[src/sv/m61h_pkg.sv]
package m61h_pkg;

  localparam int unsigned FieldW = 61;
  localparam int unsigned WordW  = 64;
  localparam int unsigned HalfW  = 32;
  localparam int unsigned ProdW  = 122;
  localparam int unsigned OutW   = 96;

  localparam logic [FieldW-1:0] M61Prime = '1;
  localparam logic [FieldW-1:0] KeyReset = FieldW'(1);

  // Multiplier operand source for the shared modular multiplier
  typedef enum logic [1:0] {
    MSRC_NONE,
    MSRC_KEY,
    MSRC_SQ,
    MSRC_WORD
  } mul_src_e;

  typedef struct packed {
    logic     latch_in;
    mul_src_e mul_src;
    logic     load_cu;
    logic     prep;
    logic     fin;
    logic     fold_res;
    logic     load_out;
  } dp_cmd_t;

  typedef struct packed {
    logic mul_done;
  } dp_sts_t;

  // Reduce a value below 2^62 into [0, p)
  function automatic logic [FieldW-1:0] fold62(input logic [FieldW:0] s);
    logic [FieldW:0] t;
    t = {1'b0, s[FieldW-1:0]} + (FieldW+1)'(s[FieldW]);
    // t is at most 2^61; t - p wraps to t + 1 in 61 bits
    if (t[FieldW] || (t[FieldW-1:0] == M61Prime)) begin
      return t[FieldW-1:0] + FieldW'(1);
    end
    return t[FieldW-1:0];
  endfunction

endpackage

[src/sv/m61h_mulmod.sv]
module m61h_mulmod (
  input  logic                         clk_i,
  input  logic                         rst_ni,
  input  logic                         start_i,
  input  logic [m61h_pkg::FieldW-1:0]  op_a_i,
  input  logic [m61h_pkg::FieldW-1:0]  op_b_i,
  output logic                         done_o,
  output logic [m61h_pkg::FieldW-1:0]  result_o
);

  localparam logic [2:0] StepRed1 = 3'd4;
  localparam logic [2:0] StepRed2 = 3'd5;

  logic                          busy_q, busy_d;
  logic [2:0]                    step_q, step_d;
  logic                          done_q, done_d;
  logic [m61h_pkg::FieldW-1:0]   a_q, b_q;
  logic [m61h_pkg::ProdW-1:0]    acc_q, acc_d;
  logic [m61h_pkg::FieldW:0]     red_q, red_d;
  logic [m61h_pkg::FieldW-1:0]   res_q, res_d;
  logic [m61h_pkg::HalfW-1:0]    limb_a, limb_b;
  logic [2*m61h_pkg::HalfW-1:0]  pp;
  logic [m61h_pkg::ProdW-1:0]    pp_sh;

  // Step 0..3 walks the four 32x32 limb products, steps 4 and 5 reduce
  always_comb begin
    limb_a = step_q[1] ? m61h_pkg::HalfW'(a_q[m61h_pkg::FieldW-1:m61h_pkg::HalfW])
                       : a_q[m61h_pkg::HalfW-1:0];
    limb_b = step_q[0] ? m61h_pkg::HalfW'(b_q[m61h_pkg::FieldW-1:m61h_pkg::HalfW])
                       : b_q[m61h_pkg::HalfW-1:0];
    pp     = limb_a * limb_b;
    case (step_q) inside
      3'd0:       pp_sh = m61h_pkg::ProdW'(pp);
      3'd1, 3'd2: pp_sh = {26'd0, pp, 32'd0};
      3'd3:       pp_sh = {pp[57:0], 64'd0};
      default:    pp_sh = '0;
    endcase
  end

  always_comb begin
    busy_d = busy_q;
    step_d = step_q;
    done_d = 1'b0;
    acc_d  = acc_q;
    red_d  = red_q;
    res_d  = res_q;
    if (start_i) begin
      busy_d = 1'b1;
      step_d = '0;
      acc_d  = '0;
    end else if (busy_q) begin
      step_d = step_q + 3'd1;
      if (step_q == StepRed1) begin
        // 2^61 == 1 mod p: fold the high part onto the low part
        red_d = {1'b0, acc_q[m61h_pkg::FieldW-1:0]}
              + {1'b0, acc_q[m61h_pkg::ProdW-1:m61h_pkg::FieldW]};
      end else if (step_q == StepRed2) begin
        res_d  = m61h_pkg::fold62(red_q);
        done_d = 1'b1;
        busy_d = 1'b0;
      end else begin
        acc_d = acc_q + pp_sh;
      end
    end
  end

  always_ff @(posedge clk_i or negedge rst_ni) begin
    if (!rst_ni) begin
      busy_q <= 1'b0;
      step_q <= '0;
      done_q <= 1'b0;
    end else begin
      busy_q <= busy_d;
      step_q <= step_d;
      done_q <= done_d;
    end
  end

  always_ff @(posedge clk_i) begin
    if (start_i) begin
      a_q <= op_a_i;
      b_q <= op_b_i;
    end
    acc_q <= acc_d;
    red_q <= red_d;
    res_q <= res_d;
  end

  assign done_o   = done_q;
  assign result_o = res_q;

endmodule

[src/sv/m61h_dp.sv]
module m61h_dp (
  input  logic                         clk_i,
  input  logic                         rst_ni,
  input  logic                         cfg_we_i,
  input  logic [m61h_pkg::FieldW-1:0]  cfg_data_i,
  input  logic [m61h_pkg::WordW-1:0]   word_i,
  input  m61h_pkg::dp_cmd_t            cmd_i,
  output m61h_pkg::dp_sts_t            sts_o,
  output logic [m61h_pkg::OutW-1:0]    out_data_o
);

  logic [m61h_pkg::FieldW-1:0] key_q;
  logic [m61h_pkg::FieldW-1:0] x_q, sq_q, cube_q, res_q, out_q;
  logic [m61h_pkg::WordW-1:0]  word_q;
  logic [m61h_pkg::FieldW:0]   su_q, sv_q;
  logic [m61h_pkg::FieldW-1:0] key_red;
  logic                        mul_start, mul_done;
  logic [m61h_pkg::FieldW-1:0] mul_a, mul_b, mul_res;
  logic [m61h_pkg::HalfW-1:0]  term_a, term_b;

  assign key_red = m61h_pkg::fold62({1'b0, key_q});
  assign term_a  = word_q[m61h_pkg::HalfW-1:0];
  assign term_b  = word_q[m61h_pkg::WordW-1:m61h_pkg::HalfW];

  always_comb begin
    mul_start = 1'b1;
    unique case (cmd_i.mul_src)
      m61h_pkg::MSRC_KEY: begin
        mul_a = key_red;
        mul_b = key_red;
      end
      m61h_pkg::MSRC_SQ: begin
        mul_a = mul_res;
        mul_b = x_q;
      end
      m61h_pkg::MSRC_WORD: begin
        mul_a = m61h_pkg::fold62(su_q);
        mul_b = m61h_pkg::fold62(sv_q);
      end
      default: begin
        mul_start = 1'b0;
        mul_a     = '0;
        mul_b     = '0;
      end
    endcase
  end

  m61h_mulmod u_mulmod (
    .clk_i    (clk_i),
    .rst_ni   (rst_ni),
    .start_i  (mul_start),
    .op_a_i   (mul_a),
    .op_b_i   (mul_b),
    .done_o   (mul_done),
    .result_o (mul_res)
  );

  always_ff @(posedge clk_i or negedge rst_ni) begin
    if (!rst_ni) begin
      key_q <= m61h_pkg::KeyReset;
    end else if (cfg_we_i) begin
      key_q <= cfg_data_i;
    end
  end

  always_ff @(posedge clk_i) begin
    if (cmd_i.latch_in) word_q <= word_i;
    if (cmd_i.mul_src == m61h_pkg::MSRC_KEY) x_q <= key_red;
    if (cmd_i.mul_src == m61h_pkg::MSRC_SQ) sq_q <= mul_res;
    if (cmd_i.load_cu) begin
      cube_q <= mul_res;
      res_q  <= x_q;
    end
    if (cmd_i.prep) begin
      su_q <= {1'b0, m61h_pkg::FieldW'(term_b)} + {1'b0, cube_q};
      sv_q <= {1'b0, res_q} + {1'b0, sq_q};
    end
    if (cmd_i.fin) su_q <= {1'b0, m61h_pkg::FieldW'(term_a)} + {1'b0, mul_res};
    if (cmd_i.fold_res) res_q <= m61h_pkg::fold62(su_q);
    if (cmd_i.load_out) out_q <= res_q;
  end

  assign sts_o.mul_done = mul_done;
  assign out_data_o     = {3'd0, out_q[m61h_pkg::HalfW-1:0], out_q};

endmodule

[src/sv/m61h_ctrl.sv]
module m61h_ctrl (
  input  logic              clk_i,
  input  logic              rst_ni,
  input  logic              s_tvalid_i,
  input  logic              s_tlast_i,
  output logic              s_tready_o,
  input  logic              m_tready_i,
  output logic              m_tvalid_o,
  input  m61h_pkg::dp_sts_t sts_i,
  output m61h_pkg::dp_cmd_t cmd_o
);

  typedef enum logic [2:0] {
    ST_IDLE,
    ST_WSQ,
    ST_WCU,
    ST_PREP,
    ST_MUL,
    ST_WMUL,
    ST_FOLD,
    ST_OUTW
  } state_e;

  state_e state_q, state_d;
  logic   mid_q, mid_d;
  logic   last_q, last_d;
  logic   out_valid_q, out_valid_d;
  logic   out_free;

  assign out_free = !out_valid_q || m_tready_i;

  always_comb begin
    state_d     = state_q;
    mid_d       = mid_q;
    last_d      = last_q;
    out_valid_d = out_valid_q && !m_tready_i;
    cmd_o       = '0;
    cmd_o.mul_src = m61h_pkg::MSRC_NONE;
    unique case (state_q)
      ST_IDLE: begin
        if (s_tvalid_i) begin
          cmd_o.latch_in = 1'b1;
          last_d         = s_tlast_i;
          if (mid_q) begin
            state_d = ST_PREP;
          end else begin
            // new message: square the key first
            cmd_o.mul_src = m61h_pkg::MSRC_KEY;
            state_d       = ST_WSQ;
          end
        end
      end
      ST_WSQ: begin
        if (sts_i.mul_done) begin
          cmd_o.mul_src = m61h_pkg::MSRC_SQ;
          state_d       = ST_WCU;
        end
      end
      ST_WCU: begin
        if (sts_i.mul_done) begin
          cmd_o.load_cu = 1'b1;
          state_d       = ST_PREP;
        end
      end
      ST_PREP: begin
        cmd_o.prep = 1'b1;
        state_d    = ST_MUL;
      end
      ST_MUL: begin
        cmd_o.mul_src = m61h_pkg::MSRC_WORD;
        state_d       = ST_WMUL;
      end
      ST_WMUL: begin
        if (sts_i.mul_done) begin
          cmd_o.fin = 1'b1;
          state_d   = ST_FOLD;
        end
      end
      ST_FOLD: begin
        cmd_o.fold_res = 1'b1;
        mid_d          = !last_q;
        state_d        = last_q ? ST_OUTW : ST_IDLE;
      end
      ST_OUTW: begin
        // hold the result until the output register frees up
        if (out_free) begin
          cmd_o.load_out = 1'b1;
          out_valid_d    = 1'b1;
          state_d        = ST_IDLE;
        end
      end
      default: state_d = ST_IDLE;
    endcase
  end

  always_ff @(posedge clk_i or negedge rst_ni) begin
    if (!rst_ni) begin
      state_q     <= ST_IDLE;
      mid_q       <= 1'b0;
      last_q      <= 1'b0;
      out_valid_q <= 1'b0;
    end else begin
      state_q     <= state_d;
      mid_q       <= mid_d;
      last_q      <= last_d;
      out_valid_q <= out_valid_d;
    end
  end

  assign s_tready_o = (state_q == ST_IDLE);
  assign m_tvalid_o = out_valid_q;

  a_done_while_waiting: assert property (@(posedge clk_i) disable iff (!rst_ni)
    sts_i.mul_done |-> (state_q == ST_WSQ || state_q == ST_WCU || state_q == ST_WMUL))
    else $error("multiplier finished outside a wait state");

  a_msg_start_keys: assert property (@(posedge clk_i) disable iff (!rst_ni)
    (state_q == ST_IDLE && s_tvalid_i && !mid_q) |=> (state_q == ST_WSQ))
    else $error("first word of a message skipped key powers");

  a_out_no_overwrite: assert property (@(posedge clk_i) disable iff (!rst_ni)
    cmd_o.load_out |-> (!out_valid_q || m_tready_i))
    else $error("pending result overwritten");

  a_mid_after_word: assert property (@(posedge clk_i) disable iff (!rst_ni)
    (state_q == ST_FOLD && !last_q) |=> mid_q)
    else $error("message state lost after a non-final word");

endmodule

[src/sv/mersenne61_polynomial_recurrence_hash.sv]
// Each word runs through the prep, multiply and fold states before the next word is
// accepted; the first word of a message first squares and cubes the key. The last word
// then loads the output register once it is free, and its result shows there. The shared
// 61-bit modular multiplier (four 32x32 limb steps plus two reduction steps) serves the
// key square, the key cube and every word product.
// Reset (async, active low) clears the message state and sets the key to 1.
module mersenne61_polynomial_recurrence_hash (
  input  logic                         clk_i,
  input  logic                         rst_ni,
  input  logic                         cfg_valid_i,
  output logic                         cfg_ready_o,
  input  logic [m61h_pkg::FieldW-1:0]  cfg_data_i,    // hash_key
  input  logic                         s_axis_tvalid,
  output logic                         s_axis_tready,
  input  logic [m61h_pkg::WordW-1:0]   s_axis_tdata,  // message_word
  input  logic                         s_axis_tlast,  // last_word
  output logic                         m_axis_tvalid,
  input  logic                         m_axis_tready,
  output logic [m61h_pkg::OutW-1:0]    m_axis_tdata   // residue[60:0], hash_low32[92:61]
);

  m61h_pkg::dp_cmd_t cmd;
  m61h_pkg::dp_sts_t sts;

  assign cfg_ready_o = 1'b1;

  m61h_ctrl u_ctrl (
    .clk_i      (clk_i),
    .rst_ni     (rst_ni),
    .s_tvalid_i (s_axis_tvalid),
    .s_tlast_i  (s_axis_tlast),
    .s_tready_o (s_axis_tready),
    .m_tready_i (m_axis_tready),
    .m_tvalid_o (m_axis_tvalid),
    .sts_i      (sts),
    .cmd_o      (cmd)
  );

  m61h_dp u_dp (
    .clk_i      (clk_i),
    .rst_ni     (rst_ni),
    .cfg_we_i   (cfg_valid_i),
    .cfg_data_i (cfg_data_i),
    .word_i     (s_axis_tdata),
    .cmd_i      (cmd),
    .sts_o      (sts),
    .out_data_o (m_axis_tdata)
  );

endmodule
[config.mk]
export PLATFORM = sky130hd
export DESIGN_NAME = mersenne61_polynomial_recurrence_hash
export DESIGN_NICKNAME = d
export VERILOG_FILES = /design/src/sv/m61h_pkg.sv /design/src/sv/m61h_mulmod.sv /design/src/sv/m61h_dp.sv /design/src/sv/m61h_ctrl.sv /design/src/sv/mersenne61_polynomial_recurrence_hash.sv
export SDC_FILE = /design/constraint.sdc
export NUM_CORES = 2
export LEC_CHECK = 0
export BUFFER_PORTS_ARGS = -buffer_cell sky130_fd_sc_hd__buf_2
export CORE_MARGIN = 1
export CORE_UTILIZATION = 59
export DETAILED_ROUTE_END_ITERATION = 8
export PLACE_DENSITY = 0.79
export SYNTH_ARGS = -nofsm -noshare
export SYNTH_HDL_FRONTEND = slang
export SYNTH_SLANG_ARGS = --single-unit
[constraint.sdc]
create_clock -name clk_i -period 11.3 [get_ports clk_i]
set_input_delay 1.13 -clock clk_i [delete_from_list [all_inputs] [get_ports clk_i]]
set_output_delay 1.13 -clock clk_i [all_outputs]
set_load 0.01 [all_outputs]
# ---- Yosys cells after proc, flatten, opt, wreduce, memory -nomap -nowiden
# Index checks and enable logic that the tools add are counted.
dict set report word_totals {
  register_bits 932
  input_bits 131
}
dict set report classes {
  n_addsub 13
  multipliers 1
  n_eq_ne 24
  n_mux 64
  bitwise 3
  reduce_logical 20
}
# op n
set ops {}
lappend ops {{two-way mux 61 bit} 11}
lappend ops {{two-way mux 122 bit} 3}
lappend ops {{case mux 61 bit (3 select lines)} 2}
lappend ops {{adder 61 x 1 -> 61 bit (second input constant)} 4}
lappend ops {{equality test 61 bit (second input constant)} 4}
lappend ops {{adder 61 x 1 -> 62 bit} 3}
lappend ops {{adder 32 x 61 -> 62 bit} 2}
lappend ops {{adder 61 x 61 -> 62 bit} 2}
lappend ops {{two-way mux 62 bit} 2}
lappend ops {{adder 122 bit} 1}
lappend ops {{multiplier 32 x 32 -> 64 bit} 1}
lappend ops {{two-way mux 32 bit} 2}
lappend ops {{two-way mux 1 bit} 31}
lappend ops {{two-way mux 3 bit} 9}
lappend ops {{case mux 3 bit (8 select lines)} 1}
lappend ops {{equality test 3 bit (second input constant)} 6}
lappend ops {{equality test 3 x 2 -> 1 bit (second input constant)} 4}
lappend ops {{inequality test 2 x 1 -> 1 bit (second input constant)} 4}
lappend ops {{equality test 3 x 1 -> 1 bit (second input constant)} 2}
lappend ops {{logical NOT 3 bit} 2}
lappend ops {{case mux 2 bit (3 select lines)} 1}
lappend ops {{AND reduction 3 bit} 2}
lappend ops {{nonzero test 2 bit} 3}
lappend ops {{AND reduction 5 bit} 1}
lappend ops {{13 further kinds} 22}

# ---- Logic depth before layout (Yosys ltp)
dict set report depth {
  depth_word 9
  mapped_depth 49
  depth_no_buf 44
}

# ---- Modules after synthesis
# A second synthesis with hierarchy kept.
dict set report hier_totals {
  hier_cells 10017
  hier_area_um2 92653.9
}
# mod instances cells_per_inst area_per_inst_um2 seq_area_each_um2
set modules_own_cells {}
lappend modules_own_cells {m61h_mulmod 1 6790 58822.7 9924.5}
lappend modules_own_cells {m61h_dp 1 3177 33420.8 16331.9}
lappend modules_own_cells {m61h_ctrl 1 48 399.1 150.1}
lappend modules_own_cells {mersenne61_polynomial_recurrence_hash 1 2 11.3 0.0}

# ---- Worst setup path before layout
# OpenSTA, ideal clock, no wires.
dict set report synth_path {
  path_type {register -> register}
  start {register u_dp.u_mulmod.step_q[0]}
  end {register u_dp.u_mulmod.acc_q[119] (netlist bit)}
  t_arrival_ps 11893
  t_required_ps 11183
  path_slack_ps -710
  stages_incl_launch_ff 42
  synth_period_minus_slack_ps 12010
  path_cell_list {dfrtp_1 > clkbuf_1 > clkbuf_1 > mux2i_1 > clkbuf_1 > nor2_1 > fa_1 > fa_1 > fa_1 > inv_1 > fa_1 > inv_1 > fa_1 > fa_1 > fa_1 > inv_1 > fa_1 > inv_1 > [6 not listed] > o31ai_1 > a311o_1 > a31o_2 > a2111oi_0 > o31ai_1 > xor2_1 > a2bb2o_1 > ha_1 > clkbuf_1 > nand2_1 > nor4_1 > nand2_1 > or3_1 > a21oi_1 > o21ai_1 > o41ai_1 > mux2i_1 > a32o_1}
}
dict set report synth_via {
  elab_chain_len 6
}
# element line_no
set synth_rtl {}
lappend synth_rtl {{from (decl)} m61h_mulmod.sv:15} ;# logic [2:0] step_q, step_d;
lappend synth_rtl {{from (signal assigned)} m61h_mulmod.sv:74} ;# step_q <= step_d;
lappend synth_rtl {{two-way mux 32 bit} m61h_mulmod.sv:29} ;# limb_b = step_q[0] ? m61h_pkg::HalfW'(b_q[m61h_pkg::FieldW-1:m61h_pkg::HalfW])
lappend synth_rtl {{multiplier 32 x 32 -> 64 bit} m61h_mulmod.sv:31} ;# pp = limb_a * limb_b;
lappend synth_rtl {{two-way mux 122 bit (3 in a row)} m61h_mulmod.sv:32} ;# case (step_q) inside
lappend synth_rtl {{adder 122 bit} m61h_mulmod.sv:62} ;# acc_d = acc_q + pp_sh;
lappend synth_rtl {{to (signal assigned)} m61h_mulmod.sv:84} ;# acc_q <= acc_d;
lappend synth_rtl {{to (decl)} m61h_mulmod.sv:18} ;# logic [m61h_pkg::ProdW-1:0] acc_q, acc_d;
# Several ways; a longest one is shown, not always the timed one.
# A chain may end at the register's enable or synchronous reset.

# ---- Worst setup path in the final report
dict set report layout_path {
  start {register u_dp.u_mulmod.step_q[0]}
  end {register u_dp.u_mulmod.acc_q[113] (netlist bit)}
}
# Same word-level chain as after synthesis.

==> flow_metrics.tcl <==
set metrics [dict create \
    worstPathArrival_ps 12090 \
    drt_iter0_markers 11000 \
    outcome "complete, but fails checks" \
    grt.overflow.total 0 \
    grt_setup_unrepaired "true" \
    detail_route.first_pass.iterations 9 \
    synth_enable_flop_cells 738 \
    fillers 11300 \
    ant_nets 0 \
    cell_seen_most_often_among_critical_path_stages "sky130_fd_sc_hd__fa_1" \
    areaGrowthSynthToFinish_pct 21.6 \
    final_layout_size_suffix_gt1_frac 0.220 \
    maxClockFrequency_mhz 87.1 \
    insertion_delay_ps 770 \
    wire_per_inst_um 28.5 \
    cts.sink_count 932 \
    period_needed_ps 11480 \
    design.final.nets 12500 \
    clock_skew_ps 66.0 \
    slew_headroom 0.113 \
    drv.max_cap_violation_count 0 \
    hpwl_um 296000 \
    seq_area_frac_synth 0.291 \
    worst_pin_slew_ps 1320 \
    finalSetupViolCount 18 \
    globalplace.congestion 1.11 \
    dp.cells 12600 \
    total_routing_usage_gr 0.467 \
    violations_in_the_final_reports "DRC, setup timing" \
    initial_antenna_violation_count 25 \
    cts_root_buffer "sky130_fd_sc_hd__clkbuf_16" \
    final-instance-count-excl-fill 13000 \
    worst_hold_path_type "input port to async pin" \
    dr_vias 83100 \
    post_cts_hold_buffer_count 0 \
    grt_pass1_vias 80900 \
    yosys_register_bits 932 \
    routed_wl_um 371000 \
    worst_setup_path_start_kind "flop" \
    dieHeight_um 394 \
    synth_async_sr_flop_share 0.0773 \
    design.core.area_um2 152000 \
    floorplan.rows 143 \
    num_io_pins 230 \
    worst-r2r-cell-count 46 \
    slowest_cell_on_the_critical_path "sky130_fd_sc_hd__fa_1" \
    slew_viol_final 0 \
    share_of_the_clock_period_used_by_the_worst_path_after_layout 1.02 \
    grt_max_degree 185 \
    fp.dieW_um 394 \
    design.die.area_um2 156000 \
    clk_pin_slew_worst_paths_ps 70 \
    drc 1 \
    synthesis.instances 9722 \
    synth_top_flop_cell "sky130_fd_sc_hd__edfxtp_1" \
    report.final.hold_viol_count 0 \
    clockBufferDepth 3 \
    grt_pass1_wl_um 531000 \
    setup_ws_ps -179 \
    postSynthAreaPerCell_um2 9.35 \
    tritoncts "done" \
    max_stage_delay_on_crit_path_ps 570 \
    synth.distinct_cells 99 \
    vias_per_cell 6.39 \
    post_synthesis_cell_area_um2 90900 \
    h-tree-depth 3 \
    setup.worst_path.end_class "flop" \
    ys_warn_count 0 \
    floorplan.initialDensity 0.596 \
    path_max_fanout 7 \
    timing.critical_path.required_ps 11920 \
    portBuffers 225 \
    cts_made_buffers 100 \
    timing_worst_setup_path_type "flop to flop" \
]
area by class of cell:
class | count | area, µm² | area share
multi-input combinational | 7234 | 61700 | 0.558
sequential | 932 | 26400 | 0.239
timing repair buffer | 1516 | 12200 | 0.111
inverter | 1082 | 4070 | 0.0368
clock buffer | 116 | 2590 | 0.0235
tap | 2030 | 2540 | 0.0230
clock inverter | 72 | 927 | 0.00839
antenna | 19 | 47.5 | 0.000430
cell usage after synthesis (71+ instances only):
| cell type | number | area [µm²] |
|---|---|---|
| sky130_fd_sc_hd__edfxtp_1 | 738 | 22200 |
| sky130_fd_sc_hd__nand4_1 | 157 | 982 |
| sky130_fd_sc_hd__nor2_1 | 998 | 3750 |
| sky130_fd_sc_hd__a21oi_1 | 574 | 2870 |
| sky130_fd_sc_hd__inv_1 | 1080 | 4050 |
| sky130_fd_sc_hd__a21o_1 | 223 | 1670 |
| sky130_fd_sc_hd__o21ai_0 | 408 | 2040 |
| sky130_fd_sc_hd__o31ai_1 | 82 | 616 |
| sky130_fd_sc_hd__nor3_1 | 107 | 536 |
| sky130_fd_sc_hd__nor2b_1 | 89 | 557 |
| sky130_fd_sc_hd__and2_1 | 76 | 475 |
| sky130_fd_sc_hd__mux2_2 | 123 | 1390 |
| sky130_fd_sc_hd__clkbuf_1 | 396 | 1490 |
| sky130_fd_sc_hd__xor2_1 | 260 | 2280 |
| sky130_fd_sc_hd__fa_1 | 901 | 18000 |
| sky130_fd_sc_hd__a22oi_1 | 119 | 893 |
| sky130_fd_sc_hd__dfxtp_1 | 122 | 2440 |
| sky130_fd_sc_hd__and3_1 | 87 | 544 |
| sky130_fd_sc_hd__ha_1 | 585 | 7320 |
| sky130_fd_sc_hd__nand3_1 | 195 | 976 |
| sky130_fd_sc_hd__mux2i_1 | 84 | 841 |
| sky130_fd_sc_hd__o21bai_1 | 77 | 578 |
| sky130_fd_sc_hd__xnor2_1 | 320 | 2800 |
| sky130_fd_sc_hd__nand2_1 | 1103 | 4140 |
| sky130_fd_sc_hd__dfrtp_1 | 71 | 1780 |
timing repair:
item / in CTS / in global routing
endpoints found under the hold margin: 0 / 0
gates cloned: 4 / 3
buffers inserted: 43 / 117
resized for setup: 225 / 626
pin swaps: 95 / 254
endpoints found under the setup margin: 69 / 80
critical path: cells and delay by family (launching register included):
family	cells	cell delay, ps
buffers and inverters	15	2060
flip-flops	1	540
AO/OA/AOI/OAI	13	2520
adder cells (fa/ha/maj)	10	4820
AND/OR/NAND/NOR	5	810
XOR/XNOR	2	350
multiplexers	1	190
logic make-up after synthesis:
logic type	count (synthesis)	synth area share
XOR/XNOR	580	0.0559
multiplexers	207	0.0245
AND/OR/NAND/NOR	3073	0.154
other	2	0.0000826
adder cells (fa/ha/maj)	1486	0.279
AO/OA/AOI/OAI	1884	0.129
flip-flops	932	0.291
buffers and inverters	1558	0.0664
routing by layer:
metal | vias up | share of wire | track usage
li1 | 35300 | - | -
met1 | 40600 | 0.36 | 0.596
met4 | 22 | 0.082 | 0.295
met2 | 5755 | 0.42 | 0.681
met3 | 1372 | 0.14 | 0.158
met5 | - | 0.00043 | 0
placed cells by master (no fill, tap or decap), types with 117 or more instances in the layout:
cell type and count:
sky130_fd_sc_hd__a21oi_1 496, sky130_fd_sc_hd__a22oi_1 117, sky130_fd_sc_hd__inv_1 1028, sky130_fd_sc_hd__dfxtp_1 122
sky130_fd_sc_hd__edfxtp_1 738, sky130_fd_sc_hd__buf_2 224, sky130_fd_sc_hd__buf_4 1108, sky130_fd_sc_hd__nand2_1 1086
sky130_fd_sc_hd__nand3_1 188, sky130_fd_sc_hd__o21ai_0 331, sky130_fd_sc_hd__fa_1 841, sky130_fd_sc_hd__xor2_1 251
sky130_fd_sc_hd__a21o_1 223, sky130_fd_sc_hd__ha_1 538, sky130_fd_sc_hd__nand4_1 157, sky130_fd_sc_hd__xnor2_1 304
sky130_fd_sc_hd__nor2_1 920
per-stage QoR:
step / TNS [ps] / worst slack [ps] / cell area, µm² / utilization / hold WS, ps
floorplan: 0 / 8.41 / 91000 / - / 433
global placement: -25250 / -749 / 102000 / 0.669 / 465
detailed placement: -28340 / -769 / 102000 / 0.669 / 468
CTS: -17.5 / -12.7 / 107000 / 0.701 / 182
global route: -10740 / -467 / 110000 / 0.724 / 203
finish: -1380 / -179 / 110000 / 0.725 / 205
registers in the layout, summed over array words and instances, names as in the netlist:
register and count:
u_dp.u_mulmod.acc_q 122, u_dp.word_q 64, u_dp.su_q 62, u_dp.sv_q 62, u_dp.u_mulmod.red_q 62, u_dp.cube_q 61
u_dp.key_q 61, u_dp.out_q 61, u_dp.res_q 61, u_dp.sq_q 61, u_dp.u_mulmod.a_q 61, u_dp.u_mulmod.b_q 61
u_dp.u_mulmod.result_o 61, u_dp.x_q 61, u_ctrl.state_q 3, u_dp.u_mulmod.step_q 3, u_ctrl.last_q 1, u_ctrl.m_tvalid_o 1
u_ctrl.mid_q 1, u_dp.u_mulmod.busy_q 1, u_dp.u_mulmod.done_o 1
final timing paths:
| path | slack [ps] | from | end |
|---|---|---|---|
| min reg2reg | 490 | u_dp.u_mulmod.acc_q[51] | u_dp.u_mulmod.acc_q[51] |
| max | -180 | u_dp.u_mulmod.step_q[0] | u_dp.u_mulmod.acc_q[113] |
| max reg2reg | -180 | u_dp.u_mulmod.step_q[0] | u_dp.u_mulmod.acc_q[113] |
| min | 210 | rst_ni | u_dp.key_q[21] |
| min in group clk_i | 490 | u_dp.u_mulmod.acc_q[51] | u_dp.u_mulmod.acc_q[51] |
| max in group asynchronous | 9710 | rst_ni | u_dp.u_mulmod.step_q[0] |
Power is not shown: default switching activity piles up to over one toggle a cycle in this logic, so the estimate is an artifact.
